==> config.mk <==
export PLATFORM = sky130hd
export DESIGN_NAME = two_class_sorted_priority_queue_unit
export DESIGN_NICKNAME = d
export VERILOG_FILES = /design/src/rtl/core/tcspq_pkg.sv /design/src/rtl/core/tcspq_cell.sv /design/src/rtl/core/two_class_sorted_priority_queue_unit.sv
export SDC_FILE = /design/constraint.sdc
export NUM_CORES = 2
export LEC_CHECK = 0
export ABC_CLOCK_PERIOD_IN_PS = 11360
export BUFFER_PORTS_ARGS = -buffer_cell sky130_fd_sc_hd__buf_2
export CORE_UTILIZATION = 40
export CTS_BUF_LIST = sky130_fd_sc_hd__clkbuf_4 sky130_fd_sc_hd__clkbuf_8 sky130_fd_sc_hd__clkbuf_16
export DETAILED_ROUTE_END_ITERATION = 8
export GPL_TIMING_DRIVEN = 0
export PLACE_DENSITY = 0.59
export SETUP_SLACK_MARGIN = 0.1
export SYNTH_ARGS = -nofsm -noshare
export SYNTH_HDL_FRONTEND = slang
export SYNTH_SLANG_ARGS = --single-unit
==> constraint.sdc <==
create_clock -name clk -period 11.36 [get_ports clk]
set_input_delay 0.568 -clock clk [delete_from_list [all_inputs] [get_ports clk]]
set_output_delay 0.568 -clock clk [all_outputs]
set_load 0.05 [all_outputs]
==> src/rtl/core/tcspq_pkg.sv <==
`timescale 1ns / 1ps
`default_nettype none

package tcspq_pkg;

  // Number of cells in the queue.
  localparam int QUEUE_DEPTH = 16;
  // Entry counter width, wide enough to hold QUEUE_DEPTH itself.
  localparam int CNT_W = $clog2(QUEUE_DEPTH + 1);
  // Width of the reported occupancy field.
  localparam int OCC_W = 5;

  // Operation codes.
  localparam logic [1:0] OP_INS_KEY   = 2'd0;
  localparam logic [1:0] OP_INS_CLASS = 2'd1;
  localparam logic [1:0] OP_POP       = 2'd2;

  // Status codes.
  localparam logic [1:0] ST_OK    = 2'd0;
  localparam logic [1:0] ST_FULL  = 2'd1;
  localparam logic [1:0] ST_EMPTY = 2'd2;

  typedef struct packed {
    logic [1:0]  opcode;
    logic        premium;
    logic [31:0] time_key;
    logic [31:0] id_key;
    logic [15:0] payload;
  } in_item_t;

  typedef struct packed {
    logic [1:0]       status;
    logic             popped_valid;
    logic             popped_premium;
    logic [31:0]      popped_time;
    logic [31:0]      popped_id;
    logic [15:0]      popped_payload;
    logic [OCC_W-1:0] occupancy;
    logic             empty_res;
  } out_item_t;

  // One stored queue entry.
  typedef struct packed {
    logic        premium;
    logic [31:0] time_key;
    logic [31:0] id_key;
    logic [15:0] payload;
  } entry_t;

  // Control broadcast from the sequencer to every cell.
  typedef struct packed {
    logic   eval;
    logic   ins;
    logic   pop;
    logic   op_class;
    entry_t new_entry;
  } cell_ctl_t;

endpackage

`default_nettype wire

==> src/rtl/core/tcspq_cell.sv <==
`timescale 1ns / 1ps
`default_nettype none

module tcspq_cell (
  input  wire                 clk,
  input  tcspq_pkg::cell_ctl_t ctl,
  input  wire                 occ,
  input  wire                 npseen_in,
  output logic                npseen_out,
  input  wire                 placed_in,
  output logic                placed_out,
  input  tcspq_pkg::entry_t   left_entry,
  input  tcspq_pkg::entry_t   right_entry,
  output tcspq_pkg::entry_t   entry
);
  import tcspq_pkg::*;

  entry_t entry_r;
  entry_t entry_nxt;
  logic   stop_r;
  logic   stop_nxt;
  logic   goes_before;
  logic   np_incl;

  assign entry = entry_r;

  // The held entry sorts ahead of the new one by (time, id).
  assign goes_before = (entry_r.time_key < ctl.new_entry.time_key) ||
                       ((entry_r.time_key == ctl.new_entry.time_key) &&
                        (entry_r.id_key < ctl.new_entry.id_key));

  // A standard entry has been seen at or before this cell: the leading
  // premium run has ended.
  assign np_incl    = npseen_in | (occ & ~entry_r.premium);
  assign npseen_out = np_incl;

  // The new entry may stop here; an empty cell always accepts it.
  always_comb begin
    stop_nxt = stop_r;
    if (ctl.eval) begin
      if (!occ) begin
        stop_nxt = 1'b1;
      end else if (!ctl.op_class) begin
        stop_nxt = ~goes_before;
      end else if (ctl.new_entry.premium) begin
        stop_nxt = ~entry_r.premium;
      end else begin
        stop_nxt = np_incl & ~goes_before;
      end
    end
  end

  // The first stopping cell takes the new entry, the ones after it shift right.
  assign placed_out = placed_in | stop_r;

  always_comb begin
    entry_nxt = entry_r;
    if (ctl.ins) begin
      if (placed_in) begin
        entry_nxt = left_entry;
      end else if (stop_r) begin
        entry_nxt = ctl.new_entry;
      end
    end else if (ctl.pop) begin
      entry_nxt = right_entry;
    end
  end

  always_ff @(posedge clk) begin
    stop_r  <= stop_nxt;
    entry_r <= entry_nxt;
  end

endmodule

`default_nettype wire

==> src/rtl/core/two_class_sorted_priority_queue_unit.sv <==
// Steps: an accepted item is held, the compare step registers each cell's key
// compare, and the apply step ripples the insert position down the cell row and
// registers the result; the next item may be taken during the apply step.
// A stalled result keeps its item in the apply cycle, and no new item is taken until it leaves.
// Reset (synchronous, rst_n low) empties the queue and clears both channels.
`timescale 1ns / 1ps
`default_nettype none

module two_class_sorted_priority_queue_unit (
  input  wire                   clk,
  input  wire                   rst_n,
  input  wire                   in_valid,
  output logic                  in_ready,
  input  tcspq_pkg::in_item_t   in_item,
  output logic                  out_valid,
  input  wire                   out_ready,
  output tcspq_pkg::out_item_t  out_item
);
  import tcspq_pkg::*;

  localparam logic [1:0] S_IDLE  = 2'd0;
  localparam logic [1:0] S_EVAL  = 2'd1;
  localparam logic [1:0] S_APPLY = 2'd2;

  logic [1:0]       state_r, state_nxt;
  in_item_t         item_r;
  logic [CNT_W-1:0] count_r, count_nxt;
  logic             out_valid_r;
  out_item_t        out_item_r, out_item_nxt;

  logic             slot_free;
  logic             apply;
  logic             accept;
  logic             is_ins;
  logic             is_pop;
  logic             full;
  cell_ctl_t        ctl;

  logic [QUEUE_DEPTH-1:0] occ;
  logic [QUEUE_DEPTH:0]   npseen;
  logic [QUEUE_DEPTH:0]   placed;
  entry_t                 cell_entry [QUEUE_DEPTH];

  // Decode of the held item against the current fill.
  assign full   = (count_r == CNT_W'(QUEUE_DEPTH));
  assign is_ins = ((item_r.opcode == OP_INS_KEY) || (item_r.opcode == OP_INS_CLASS)) && !full;
  assign is_pop = (item_r.opcode == OP_POP) && (count_r != '0);

  assign slot_free = !out_valid_r || out_ready;
  assign apply     = (state_r == S_APPLY) && slot_free;
  assign in_ready  = (state_r == S_IDLE) || apply;
  assign accept    = in_valid && in_ready;

  // Control shared by every cell.
  always_comb begin
    ctl.eval                = (state_r == S_EVAL);
    ctl.ins                 = apply && is_ins;
    ctl.pop                 = apply && is_pop;
    ctl.op_class            = (item_r.opcode == OP_INS_CLASS);
    ctl.new_entry.premium   = item_r.premium;
    ctl.new_entry.time_key  = item_r.time_key;
    ctl.new_entry.id_key    = item_r.id_key;
    ctl.new_entry.payload   = item_r.payload;
  end

  assign npseen[0] = 1'b0;
  assign placed[0] = 1'b0;

  // Row of cells, head at index zero.
  for (genvar i = 0; i < QUEUE_DEPTH; i++) begin : g_cell
    assign occ[i] = (CNT_W'(i) < count_r);

    tcspq_cell u_cell (
      .clk         (clk),
      .ctl         (ctl),
      .occ         (occ[i]),
      .npseen_in   (npseen[i]),
      .npseen_out  (npseen[i+1]),
      .placed_in   (placed[i]),
      .placed_out  (placed[i+1]),
      .left_entry  ((i == 0) ? ctl.new_entry : cell_entry[(i == 0) ? 0 : i-1]),
      .right_entry ((i == QUEUE_DEPTH-1) ? cell_entry[i]
                                         : cell_entry[(i == QUEUE_DEPTH-1) ? i : i+1]),
      .entry       (cell_entry[i])
    );
  end

  // Next fill count and the result of the step.
  always_comb begin
    count_nxt    = count_r;
    out_item_nxt = out_item_r;
    if (apply) begin
      if (is_ins) begin
        count_nxt = count_r + CNT_W'(1);
      end else if (is_pop) begin
        count_nxt = count_r - CNT_W'(1);
      end
      out_item_nxt.status = ST_OK;
      if ((item_r.opcode == OP_INS_KEY || item_r.opcode == OP_INS_CLASS) && full) begin
        out_item_nxt.status = ST_FULL;
      end else if ((item_r.opcode == OP_POP) && (count_r == '0)) begin
        out_item_nxt.status = ST_EMPTY;
      end
      out_item_nxt.popped_valid   = is_pop;
      out_item_nxt.popped_premium = is_pop & cell_entry[0].premium;
      out_item_nxt.popped_time    = is_pop ? cell_entry[0].time_key : '0;
      out_item_nxt.popped_id      = is_pop ? cell_entry[0].id_key : '0;
      out_item_nxt.popped_payload = is_pop ? cell_entry[0].payload : '0;
      out_item_nxt.occupancy      = OCC_W'(count_nxt);
      out_item_nxt.empty_res      = (count_nxt == '0);
    end
  end

  // Sequencer: compare cycle, then apply cycle.
  always_comb begin
    state_nxt = state_r;
    case (state_r)
      S_IDLE: begin
        if (accept) state_nxt = S_EVAL;
      end
      S_EVAL: begin
        state_nxt = S_APPLY;
      end
      S_APPLY: begin
        if (apply) state_nxt = accept ? S_EVAL : S_IDLE;
      end
      default: begin
        state_nxt = S_IDLE;
      end
    endcase
  end

  always_ff @(posedge clk) begin
    if (!rst_n) begin
      state_r     <= S_IDLE;
      count_r     <= '0;
      out_valid_r <= 1'b0;
    end else begin
      state_r <= state_nxt;
      count_r <= count_nxt;
      if (apply) begin
        out_valid_r <= 1'b1;
      end else if (out_ready) begin
        out_valid_r <= 1'b0;
      end
    end
  end

  always_ff @(posedge clk) begin
    if (accept) item_r <= in_item;
    out_item_r <= out_item_nxt;
  end

  assign out_valid = out_valid_r;
  assign out_item  = out_item_r;

  // The fill count never passes the number of cells.
  assert property (@(posedge clk) disable iff (!rst_n)
    count_r <= CNT_W'(QUEUE_DEPTH))
    else $error("queue count exceeds depth");

  // A successful pop removes exactly one entry.
  assert property (@(posedge clk) disable iff (!rst_n)
    (apply && is_pop) |=> (count_r == $past(count_r) - CNT_W'(1)))
    else $error("pop did not decrement count");

  // The compare cycle only ever follows an accepted item.
  assert property (@(posedge clk) disable iff (!rst_n)
    (state_r == S_EVAL) |-> $past(in_valid && in_ready))
    else $error("compare cycle without an accepted item");

endmodule

`default_nettype wire

==> summary.md <==
| Metric | Value |
|---|---|
| Clock power share | `43.9%` |
| # IOs | `179` |
| Final Util | `46.3%` |
| Worst Hold Slack | `0.0802 ns` |
| HP Class | `primary input to flip-flop` |
| Initial Util | `40.4%` |
| Slew HR | `-6.89%` |
| Area of the mapped netlist | `0.0934 mm²` |
| First-pass GRT wire length | `529 mm` |
| Syn_area_per_cell | `10.7 µm²` |
| Row cnt | `176` |
| CP Data Required Time | `11.93 ns` |
| CP max stage delay | `0.73 ns` |
| Vias per std cell | `6.14` |
| Leakage | `41.8 nW` |
| Reg power frac | `46.8%` |
| Mapped Nets | `9807` |
| Internal power | `9.88 mW` |
| Most frequent cells in the layout | `1485 x edfxtp_1, 1396 x nand2_1, 1012 x ha_1, 1008 x mux2i_1, 969 x o21ai_0` |
| Synth Register Bits | `1493` |
| Fin nets | `10300` |
| Status | `complete, but fails checks` |
| Routed wire length | `373 mm` |
| Clock-pin transition on the worst setup and hold timing paths | `0.06 ns` |
| Layout area overhead | `14.4%` |
| CP Capture Type | `flip-flop` |
| Clock Path Buffers | `3` |
| CTS tree | `done` |
| Gp weighted congestion | `0.947` |
| Via count | `76700` |
| RSZ-0062 raised after global routing | `no` |
| Flop-to-flop setup slack | `5.94 ns` |
| FMAX | `0.185 GHz` |
| Switching portion of total power | `26.0%` |
| GRT Total Usage | `30.9%` |
| H-tree depth | `4` |
| Largest net degree at the start of global routing | `43` |
| Min cycle time layout | `5.42 ns` |
| Failing checks | `capacitance limit, slew limit` |
| Part of the cycle the worst path needs | `47.7%` |
| Share of layout cells above drive strength 1 | `9.54%` |
| I/O Buffers | `178` |
| Commonest non-fill, non-tap cell in the layout | `edfxtp_1` |
| Die footprint | `0.235 mm²` |
| Ys flop type | `edfxtp_1` |
| Initial antenna violation count | `50` |
| CP Max Fanout | `23` |
| Worst setup SP type | `flip-flop` |
| CTS Sinks | `1493` |
| Number of synthesized flops with an enable pin | `1485` |
| Endpoints failing setup | `0` |
| Die height | `485 µm` |
| Post-synth cell types | `78` |
| HPWL after detailed placement | `292 mm` |
| # Max-Cap Violations | `3` |
| Hold Vio Cnt, Final | `0` |
| Worst EP arrival | `5.99 ns` |
| VDD IR max | `139 µV` |
| Post-synth ARST share | `0%` |
| Initial DRT Pass Iterations | `6` |
| Top cell by count, worst path | `buf_12` |
| 1st-iter DRT viols | `9165` |
| Clk Tree Root Cell | `clkbuf_16` |
| Area of the core | `0.231 mm²` |
| Crit Path Class | `flip-flop to flip-flop` |
| Critical Path, Cell by Cell | `clkbuf_1, inv_1, ha_1, nand3_1, nand2b_1, nor3_4, buf_8, and3_1, clkbuf_2, buf_12, nor2b_1, nor2_4, buf_12` |
| Clock skew | `0.0470 ns` |
| Final Slew Violations | `8` |
| CTS buffer count | `172` |
| PD cells | `125 mW/mm²` |
| Synth warn | `0` |
| Slowest-stage cell, CP | `nor3_4` |
| Comb pwr share | `9.3%` |
| Number of global-route vias before repair | `74700` |
| Register area share after synthesis | `47.9%` |
| Post-Synthesis Cells | `8708` |
| DRC errors left | `0` |
| Chip Width | `485 µm` |
| Worst-Skew Late Latency | `0.86 ns` |
| WL per Instance | `29.9 µm` |
| Total gr overflow | `0` |
| PnR worst setup slack | `5.94 ns` |
| Cts repair resizes | `0` |
| Net load switching power | `3.46 mW` |
| Setup_tns | `0 ns` |
| Post-route ant nets | `0` |
| Pre-CTS WS | `5.88 ns` |
| Worst-Margin Slew | `1.56 ns` |
stage by stage:
stage / power [mW] / instances / instance area [µm²]
floorplan: 7.05 / 8708 / 93400
global placement: 7.51 / 11900 / 98000
detailed placement: 7.55 / 12000 / 100000
CTS: 13.3 / 12400 / 107000
global route: 13.7 / 12400 / 107000
finish: 13.3 / 12500 / 107000
final cells by class:
cell class                 count  area, µm²
fill                       21600     124000
multi-input combinational   6585      46300
sequential                  1493      44800
clock buffer                 226       4800
tap                         3026       3790
timing repair buffer         346       3450
buffer                       521       2240
clock inverter                88        910
inverter                     109        409
antenna                       90        225
synthesized netlist by cell type, drive strengths merged (8+ instances only):
cell type	n	area share, %
nor2b	57	0.38
mux2	80	0.96
and4	15	0.14
a211oi	62	0.50
o21bai	9	0.072
nand3	86	0.46
nor2	281	1.2
nand4	160	1.1
or3	12	0.080
o211ai	32	0.26
o2111ai	10	0.094
buf	224	1.2
a21oi	416	2.2
o221ai	10	0.094
and2	85	0.57
a211o	12	0.11
nand2	1396	5.6
ha	1012	14
a21o	177	1.4
dfxtp	8	0.17
and3	14	0.094
nor4	25	0.19
inv	109	0.44
a31oi	27	0.19
o21ai	1361	7.3
edfxtp	1485	48
clkbuf	297	1.2
o21a	25	0.20
mux2i	1008	11
nand2b	31	0.21
nor3	50	0.28
o22ai	9	0.060
a2111oi	20	0.19
cell families (layout without fill, tap and decap cells):
kind of cell	Yosys count	count (layout)	share of synthesized area (%)
AOI/OAI and AO/OA	2240	2240	13.4
xor gates and xnor gates	5	5	0.0469
adders and majority gates	1012	1012	13.6
buffers and inverters	630	1290	2.81
DFF	1493	1493	47.9
muxes	1088	1088	11.8
other	0	90	0
and+or+nand+nor	2240	2240	10.5
registers in the layout, indices dropped and copies added (netlist names):
name                  flops
count_r                   5
ctl                      81
g_cell.u_cell.entry    1296
g_cell.u_cell.stop_r     16
item_r                    2
out_item                 90
out_valid                 1
state_r                   2
worst paths after layout:
kind,startpoint,end,depth (start not counted)
max,count_r[0],g_cell[6].u_cell.entry[50],13
min,in_item[29],ctl[29],1
max reg2reg,count_r[0],g_cell[6].u_cell.entry[50],13
min reg2reg,out_valid,out_valid,2
repair_timing:
action | CTS | global route
endpoints found under the setup margin | 0 | 0
setup buffers | 0 | 0
hold buffers | 83 | 0
endpoints found under the hold margin | 83 | 0
worst max-delay path: cells and delay by family, from the launching register on:
kind,cells,cell delay [ns]
simple gates,6,2.38
fa+ha+maj,1,0.31
buf+inv,6,1.87
flops,1,0.47
routing by layer:
metal | vias to the layer above | wire length (µm) | track usage, %
li1 | 33800 | - | -
met1 | 38100 | 153000 | 40.6
met2 | 4018 | 161000 | 46.3
met3 | 737 | 36200 | 7.33
met4 | 20 | 22600 | 17.7
met5 | - | 145 | 0
power by group through the flow:
stage	Combinational [mW]	Sequential, mW	Clock [mW]
5_1_grt	1.35	6.26	6.06
3_3_place_gp	1.11	6.40	0
6_report	1.24	6.25	5.86
3_5_place_dp	1.19	6.36	0
2_1_floorplan	0.694	6.35	0
4_1_cts	1.22	6.25	5.88
No activity file was read; power rests on OpenSTA's default activity.
